===== src/design/sawq_pkg.sv =====
// Package of the slot allocator: sizes, operation and status codes,
// request and result types, sequencer states. Depends on nothing.
package sawq_pkg;

  localparam int SLOTS      = 8;
  localparam int WAIT_DEPTH = 5;
  localparam int TAG_BITS   = 16;

  localparam int SLOT_IDX_W = (SLOTS > 1) ? $clog2(SLOTS) : 1;
  localparam int WAIT_IDX_W = (WAIT_DEPTH > 1) ? $clog2(WAIT_DEPTH) : 1;
  localparam int FILL_W     = $clog2(WAIT_DEPTH + 1);

  localparam logic FUNC_ALLOC   = 1'b0;
  localparam logic FUNC_RELEASE = 1'b1;

  localparam logic [2:0] STATUS_ALLOCATED    = 3'd0;
  localparam logic [2:0] STATUS_QUEUED       = 3'd1;
  localparam logic [2:0] STATUS_REJECTED     = 3'd2;
  localparam logic [2:0] STATUS_RELEASED     = 3'd3;
  localparam logic [2:0] STATUS_ALREADY_FREE = 3'd4;
  localparam logic [2:0] STATUS_INVALID      = 3'd5;

  typedef struct packed {
    logic        func;
    logic [15:0] requester_tag;
    logic [3:0]  slot_number;
  } req_t;

  typedef struct packed {
    logic [2:0]  status;
    logic [3:0]  slot_out;
    logic [15:0] tag_out;
    logic [2:0]  waiting_count;
    logic        last;
  } res_t;

  typedef enum logic [1:0] {
    SEQ_IDLE,
    SEQ_EXEC,
    SEQ_SECOND
  } seq_state_t;

endpackage


===== src/design/slot_allocator_with_wait_queue.sv =====
// Slot allocator with a waiting queue: top level.
// Depends on sawq_pkg and sawq_ram.
//
// Each request is taken while the sequencer is idle and occupies it until its
// results are loaded into the output register. The registered read of the tag
// and queue RAMs is issued at accept, and the execute state then loads the
// result of every request. A release that hands its slot to a waiter passes
// through a second state too and gives two results, the release and then the
// allocation. The sequencer stays in a state only while the output register is
// stalled. Slot occupancy sits in flip-flops cleared by reset, so no clearing
// pass is needed.
module slot_allocator_with_wait_queue (
  input  logic            clk,
  input  logic            rst,
  input  logic            req_valid,
  output logic            req_stall,
  input  sawq_pkg::req_t  req_data,
  output logic            res_valid,
  input  logic            res_stall,
  output sawq_pkg::res_t  res_data
);

  sawq_pkg::seq_state_t state, state_next;

  logic [sawq_pkg::SLOTS-1:0]      busy;
  logic [sawq_pkg::WAIT_IDX_W-1:0] head, tail;
  logic [sawq_pkg::FILL_W-1:0]     fill;

  logic                            cur_func;
  logic [15:0]                     cur_tag;
  logic [3:0]                      cur_num;

  logic                            accept, out_free;
  logic                            free_found;
  logic [sawq_pkg::SLOT_IDX_W-1:0] free_idx, rel_idx;
  logic                            num_valid, rel_busy, rel_chain;
  logic                            queue_room;
  logic [15:0]                     alloc_tag;

  logic [sawq_pkg::TAG_BITS-1:0]   tag_rdata, wait_rdata;
  logic                            tag_we, wait_we;
  logic                            busy_set, busy_clr, push, pop, load_out;
  sawq_pkg::res_t                  alloc_res, out_next;

  assign accept    = req_valid && !req_stall;
  assign req_stall = (state != sawq_pkg::SEQ_IDLE);
  assign out_free  = !res_valid || !res_stall;

  sawq_ram #(
    .WIDTH (sawq_pkg::TAG_BITS),
    .DEPTH (sawq_pkg::SLOTS)
  ) u_tag_ram (
    .clk   (clk),
    .we    (tag_we),
    .waddr (free_idx),
    .wdata (alloc_tag[sawq_pkg::TAG_BITS-1:0]),
    .re    (accept),
    .raddr (sawq_pkg::SLOT_IDX_W'(req_data.slot_number - 4'd1)),
    .rdata (tag_rdata)
  );

  sawq_ram #(
    .WIDTH (sawq_pkg::TAG_BITS),
    .DEPTH (sawq_pkg::WAIT_DEPTH)
  ) u_wait_ram (
    .clk   (clk),
    .we    (wait_we),
    .waddr (tail),
    .wdata (alloc_tag[sawq_pkg::TAG_BITS-1:0]),
    .re    (accept),
    .raddr (head),
    .rdata (wait_rdata)
  );

  always_comb begin
    free_found = 1'b0;
    free_idx   = '0;
    for (int i = sawq_pkg::SLOTS - 1; i >= 0; i--) begin
      if (!busy[i]) begin
        free_found = 1'b1;
        free_idx   = sawq_pkg::SLOT_IDX_W'(i);
      end
    end
  end

  assign num_valid  = (cur_num != 4'd0) && (cur_num <= 4'(sawq_pkg::SLOTS));
  assign rel_idx    = sawq_pkg::SLOT_IDX_W'(cur_num - 4'd1);
  assign rel_busy   = busy[rel_idx];
  assign rel_chain  = (cur_func == sawq_pkg::FUNC_RELEASE) && num_valid && rel_busy &&
                      (fill != '0);
  assign queue_room = (fill < sawq_pkg::FILL_W'(sawq_pkg::WAIT_DEPTH));
  assign alloc_tag  = (state == sawq_pkg::SEQ_SECOND) ? 16'(wait_rdata) : cur_tag;

  always_comb begin
    alloc_res      = '0;
    alloc_res.tag_out = alloc_tag;
    alloc_res.last = 1'b1;
    if (free_found) begin
      alloc_res.status        = sawq_pkg::STATUS_ALLOCATED;
      alloc_res.slot_out      = 4'(free_idx) + 4'd1;
      alloc_res.waiting_count = 3'(fill);
    end else if (queue_room) begin
      alloc_res.status        = sawq_pkg::STATUS_QUEUED;
      alloc_res.waiting_count = 3'(fill + 1'b1);
    end else begin
      alloc_res.status        = sawq_pkg::STATUS_REJECTED;
      alloc_res.waiting_count = 3'(fill);
    end
  end

  always_comb begin
    state_next = state;
    case (state)
      sawq_pkg::SEQ_IDLE: begin
        if (accept) begin
          state_next = sawq_pkg::SEQ_EXEC;
        end
      end
      sawq_pkg::SEQ_EXEC: begin
        if (out_free) begin
          state_next = rel_chain ? sawq_pkg::SEQ_SECOND : sawq_pkg::SEQ_IDLE;
        end
      end
      sawq_pkg::SEQ_SECOND: begin
        if (out_free) begin
          state_next = sawq_pkg::SEQ_IDLE;
        end
      end
      default: state_next = sawq_pkg::SEQ_IDLE;
    endcase
  end

  always_comb begin
    load_out = 1'b0;
    out_next = '0;
    tag_we   = 1'b0;
    wait_we  = 1'b0;
    busy_set = 1'b0;
    busy_clr = 1'b0;
    push     = 1'b0;
    pop      = 1'b0;
    case (state)
      sawq_pkg::SEQ_EXEC: begin
        if (out_free) begin
          load_out = 1'b1;
          if (cur_func == sawq_pkg::FUNC_ALLOC) begin
            out_next = alloc_res;
            tag_we   = free_found;
            busy_set = free_found;
            wait_we  = !free_found && queue_room;
            push     = !free_found && queue_room;
          end else if (!num_valid) begin
            out_next.status        = sawq_pkg::STATUS_INVALID;
            out_next.waiting_count = 3'(fill);
            out_next.last          = 1'b1;
          end else if (!rel_busy) begin
            out_next.status        = sawq_pkg::STATUS_ALREADY_FREE;
            out_next.slot_out      = cur_num;
            out_next.waiting_count = 3'(fill);
            out_next.last          = 1'b1;
          end else begin
            out_next.status        = sawq_pkg::STATUS_RELEASED;
            out_next.slot_out      = cur_num;
            out_next.tag_out       = 16'(tag_rdata);
            out_next.waiting_count = 3'(fill);
            out_next.last          = (fill == '0);
            busy_clr               = 1'b1;
            pop                    = (fill != '0);
          end
        end
      end
      sawq_pkg::SEQ_SECOND: begin
        if (out_free) begin
          load_out = 1'b1;
          out_next = alloc_res;
          tag_we   = 1'b1;
          busy_set = 1'b1;
        end
      end
      default: begin
      end
    endcase
  end

  always_ff @(posedge clk) begin
    if (rst) begin
      state     <= sawq_pkg::SEQ_IDLE;
      busy      <= '0;
      head      <= '0;
      tail      <= '0;
      fill      <= '0;
      res_valid <= 1'b0;
    end else begin
      state     <= state_next;
      res_valid <= load_out || (res_valid && res_stall);
      if (busy_set) begin
        busy[free_idx] <= 1'b1;
      end
      if (busy_clr) begin
        busy[rel_idx] <= 1'b0;
      end
      if (push) begin
        tail <= (tail == sawq_pkg::WAIT_IDX_W'(sawq_pkg::WAIT_DEPTH - 1)) ? '0 : tail + 1'b1;
        fill <= fill + 1'b1;
      end
      if (pop) begin
        head <= (head == sawq_pkg::WAIT_IDX_W'(sawq_pkg::WAIT_DEPTH - 1)) ? '0 : head + 1'b1;
        fill <= fill - 1'b1;
      end
    end
  end

  always_ff @(posedge clk) begin
    if (accept) begin
      cur_func <= req_data.func;
      cur_tag  <= 16'(req_data.requester_tag[sawq_pkg::TAG_BITS-1:0]);
      cur_num  <= req_data.slot_number;
    end
    if (load_out) begin
      res_data <= out_next;
    end
  end

endmodule


===== src/design/sawq_ram.sv =====
// Generic single-port-write, single-port-read RAM with a registered read.
// Depends on nothing.
module sawq_ram #(
  parameter int WIDTH = 16,
  parameter int DEPTH = 8
) (
  input  logic                                     clk,
  input  logic                                     we,
  input  logic [((DEPTH > 1) ? $clog2(DEPTH) : 1)-1:0] waddr,
  input  logic [WIDTH-1:0]                         wdata,
  input  logic                                     re,
  input  logic [((DEPTH > 1) ? $clog2(DEPTH) : 1)-1:0] raddr,
  output logic [WIDTH-1:0]                         rdata
);

  logic [WIDTH-1:0] mem [DEPTH];

  always_ff @(posedge clk) begin
    if (we) begin
      mem[waddr] <= wdata;
    end
    if (re) begin
      rdata <= mem[raddr];
    end
  end

endmodule


===== config.mk =====
export PLATFORM = sky130hd
export DESIGN_NAME = slot_allocator_with_wait_queue
export DESIGN_NICKNAME = d
export VERILOG_FILES = /design/src/design/sawq_pkg.sv /design/src/design/slot_allocator_with_wait_queue.sv /design/src/design/sawq_ram.sv
export SDC_FILE = /design/constraint.sdc
export NUM_CORES = 1
export LEC_CHECK = 0
export ABC_AREA = 1
export BUFFER_PORTS_ARGS = -buffer_cell sky130_fd_sc_hd__clkbuf_2
export CORE_UTILIZATION = 53
export CTS_BUF_LIST = sky130_fd_sc_hd__clkbuf_8
export CTS_CLUSTER_DIAMETER = 60
export DETAILED_ROUTE_END_ITERATION = 8
export PLACE_DENSITY = 0.75
export SYNTH_ARGS = -nofsm -noshare
export SYNTH_HDL_FRONTEND = slang
export SYNTH_HIERARCHICAL = 1
export SYNTH_SLANG_ARGS = --single-unit

===== constraint.sdc =====
create_clock -name clk -period 3.2 [get_ports clk]
set_clock_uncertainty 0.05 [all_clocks]
set_input_delay 0 -clock clk [delete_from_list [all_inputs] [get_ports clk]]
set_output_delay 0 -clock clk [all_outputs]
set_load 0.01 [all_outputs]

==> metrics.txt <==
Vias per Instance=roughly 5; share of the yosys chip area belonging to registers=around two thirds; Sum Neg Setup Slack=0 ns; syn_nets=about 1.4k; CTS tree=done; width of the die=approximately 160 um; fraction of layout cells with a size suffix above 1=around 12%; Post-DP Area=14,400 sq um; leakage=6.91 nW; # nets final=about 1.5k; setup violators final=0; largest net degree at the start of global routing=65; WP data arrival=around 2.7 ns; CTS root buf=clkbuf_8; post-DP HPWL=roughly 19,000 um; Synth Area per Inst=a little under 10 sq um; GRT overflow=0; Syn Std Cell Area=13,900 sq um; pwr/cell area=517 nW/um^2; EDFF count, synth=288; Worst Tran Pin Value=~1.2 ns; fin. max-slew vios=0; cell total after placement=about 1.8k; status=finished, final reports clean; area leader, netlist=edfxtp_1; Max Root-Sink Buffers=3; worst setup path category=reg -> reg; Top FF cell, synth=edfxtp_1; die area=26,900 sq um; Total Wirelength=30,200 um; Die Ht=approximately 160 um; DRC violations left=0; routed length per instance=16.2 um; VDD IR max=between 0.4 and 0.5 mV; Area Growth Syn to Fin=11.3%; antenna violations before repair=0; clock latency at the later pin of the worst-skew pair=0.57 ns; First-pass DRT Iterations=6; Syn Inst Count=between 1k and 1.5k; fin area=approximately 15,000 sq um; Tot Pwr=around 0.0080 W; fin cells=1,871; Routability Congestion=a little under 0.9; unique cell type count in the Yosys netlist=38; vias in the first global route=a little over 9k; Post-CTS Setup Bufs=0; Worst slew margin=approximately 22%; total of max-cap violations=0; WP data required=3.40 ns; # resized after CTS=0; row cnt=58; CP Launch Type=flop; GRT Overall Usage=a little under a quarter; Ys Warns=6; CP endpoint kind=flop; DRT iter0 DRCs=between 1k and 1.5k; endpoints failing hold=0; Final period util=between 70% and 80%; H-Tree Level Count=2; RSZ-0062 raised after global routing=false; vias=approximately 9.6k; Ports=between 50 and 60; clock-pin slew on the worst setup and hold paths=roughly 0.060 ns; Num CTS Buffers=48; first-pass GRT wire length=~48,000 um; Core Area=around 25,000 sq um; port bufs=53; post-synth top area share=62.2%; Hold/Removal Path Class=in -> reg; post-layout minimum cycle time=about 2.5 ns; CP Max Fanout=20; Starting Density=54.6%; synth top area cells=edfxtp_1, nand2_1, inv_1, nand3_1, dfxtp_1; Fmax=between 300 and 400 MHz; Synth async-reset ratio=0%; CTS sink cnt=roughly 310; Final ANT Viol Nets=0; #FFs+latches synth=slightly above 300; # diodes=0
final timing paths:
| path | startpoint | slack [ns] | depth (start not counted) | to |
|---|---|---|---|---|
| max reg2reg | state[0]$_SDFFE_PP0P_ | 0.68 | 10 | u_tag_ram/mem[0][15]$_DFFE_PP_ |
| max | state[0]$_SDFFE_PP0P_ | 0.68 | 10 | u_tag_ram/mem[0][15]$_DFFE_PP_ |
| min | req_data[5] | 0.09 | 2 | cur_tag[1]$_DFFE_PP_ |
| min reg2reg | head[2]$_SDFFE_PP0P_ | 0.43 | 2 | head[2]$_SDFFE_PP0P_ |
layer usage:
metal / vias up / GRT usage (%) / wire length (um)
li1: 4675 / - / -
met1: 4511 / 30.0 / 12400
met2: 382 / 39.7 / 15000
met3: 54 / 3.46 / 2130
met4: 0 / 8.80 / 679
met5: - / 0 / 0
critical path, cell delays in order (launching register included):
cell,delay [ns]
dfxtp_1,0.32
inv_1,0.12
ha_1,0.17
buf_4,0.22
inv_1,0.35
nor2_1,0.19
inv_1,0.09
nand2_4,0.14
nand2_1,0.13
nor2_1,0.12
buf_4,0.28
Yosys cell counts (2+ instances only):
cell type	n
clkbuf_1	4
buf_4	12
a21oi_1	29
nand3_1	125
edfxtp_1	288
buf_6	14
nor3_1	4
inv_1	244
dfxtp_1	20
nand2_4	4
nand2_2	13
buf_8	2
buf_2	17
nand2_1	497
inv_2	12
o21ai_0	41
nand3_2	2
ha_1	14
xor2_1	2
nor2_1	41
power breakdown:
part	leakage (nW)	internal (W)	switching (W)
combinational	3.59	0.000154	0.000396
sequential	2.81	0.00453	0.0000435
clock	0.506	0.00140	0.00148
total	6.91	0.00608	0.00192
layout make-up:
cell class                 count  area (sq um)
inverter                     258           971
clock buffer                  48           661
clock inverter                37           159
timing repair buffer         102           706
sequential                   308          9050
fill                        2018          9980
multi-input combinational    788          3530
tap                          330           413
state kept, by name, summed over array words and instances (netlist names):
name	cells
tail	3
busy	8
res_data	27
cur_func	1
u_tag_ram/mem	128
head	3
cur_num	4
u_wait_ram/mem	80
fill	3
cur_tag	16
res_valid	1
u_tag_ram/rdata	16
state	2
u_wait_ram/rdata	16
cell usage in the layout (no fill, tap or decap), drive strengths merged:
cell type,instances
nor3,5
o21bai,1
xnor2,2
o21ai,43
clkinv,11
xor2,2
a21oi,29
and3,1
dfxtp,20
ha,14
nand4,2
nand3b,1
clkinvlp,1
nor2,44
clkbuf,101
edfxtp,288
nand3,127
inv,283
or2,2
buf,25
nand2,514
o211ai,1
dlygate4sd3,24
repair_timing:
action,in CTS,in global routing
hold endpoints to repair,32,0
hold buffers,24,0
endpoints found under the setup margin,0,0
per-stage QoR:
step / setup WS, ns / hold slack [ns] / utilization, %
floorplan: 0.371 / 0.0191 / -
global placement: 0.811 / 0.127 / 56.6
detailed placement: 0.718 / 0.129 / 56.6
CTS: 0.699 / 0.0636 / 60.8
global route: 0.404 / 0.0780 / 60.8
finish: 0.677 / 0.0930 / 60.8
kinds of logic (layout without fill, tap and decap cells):
family | after synthesis | after routing | synth area share (%)
AND/OR/NAND/NOR | 696 | 696 | 20.9
buffers and inverters | 307 | 445 | 9.70
AO/OA/AOI/OAI | 74 | 74 | 2.76
adder cells (fa/ha/maj) | 14 | 14 | 1.26
XOR/XNOR | 4 | 4 | 0.306
flip-flops | 308 | 308 | 65.0
Note: power is estimated with default switching activity, not from simulation.
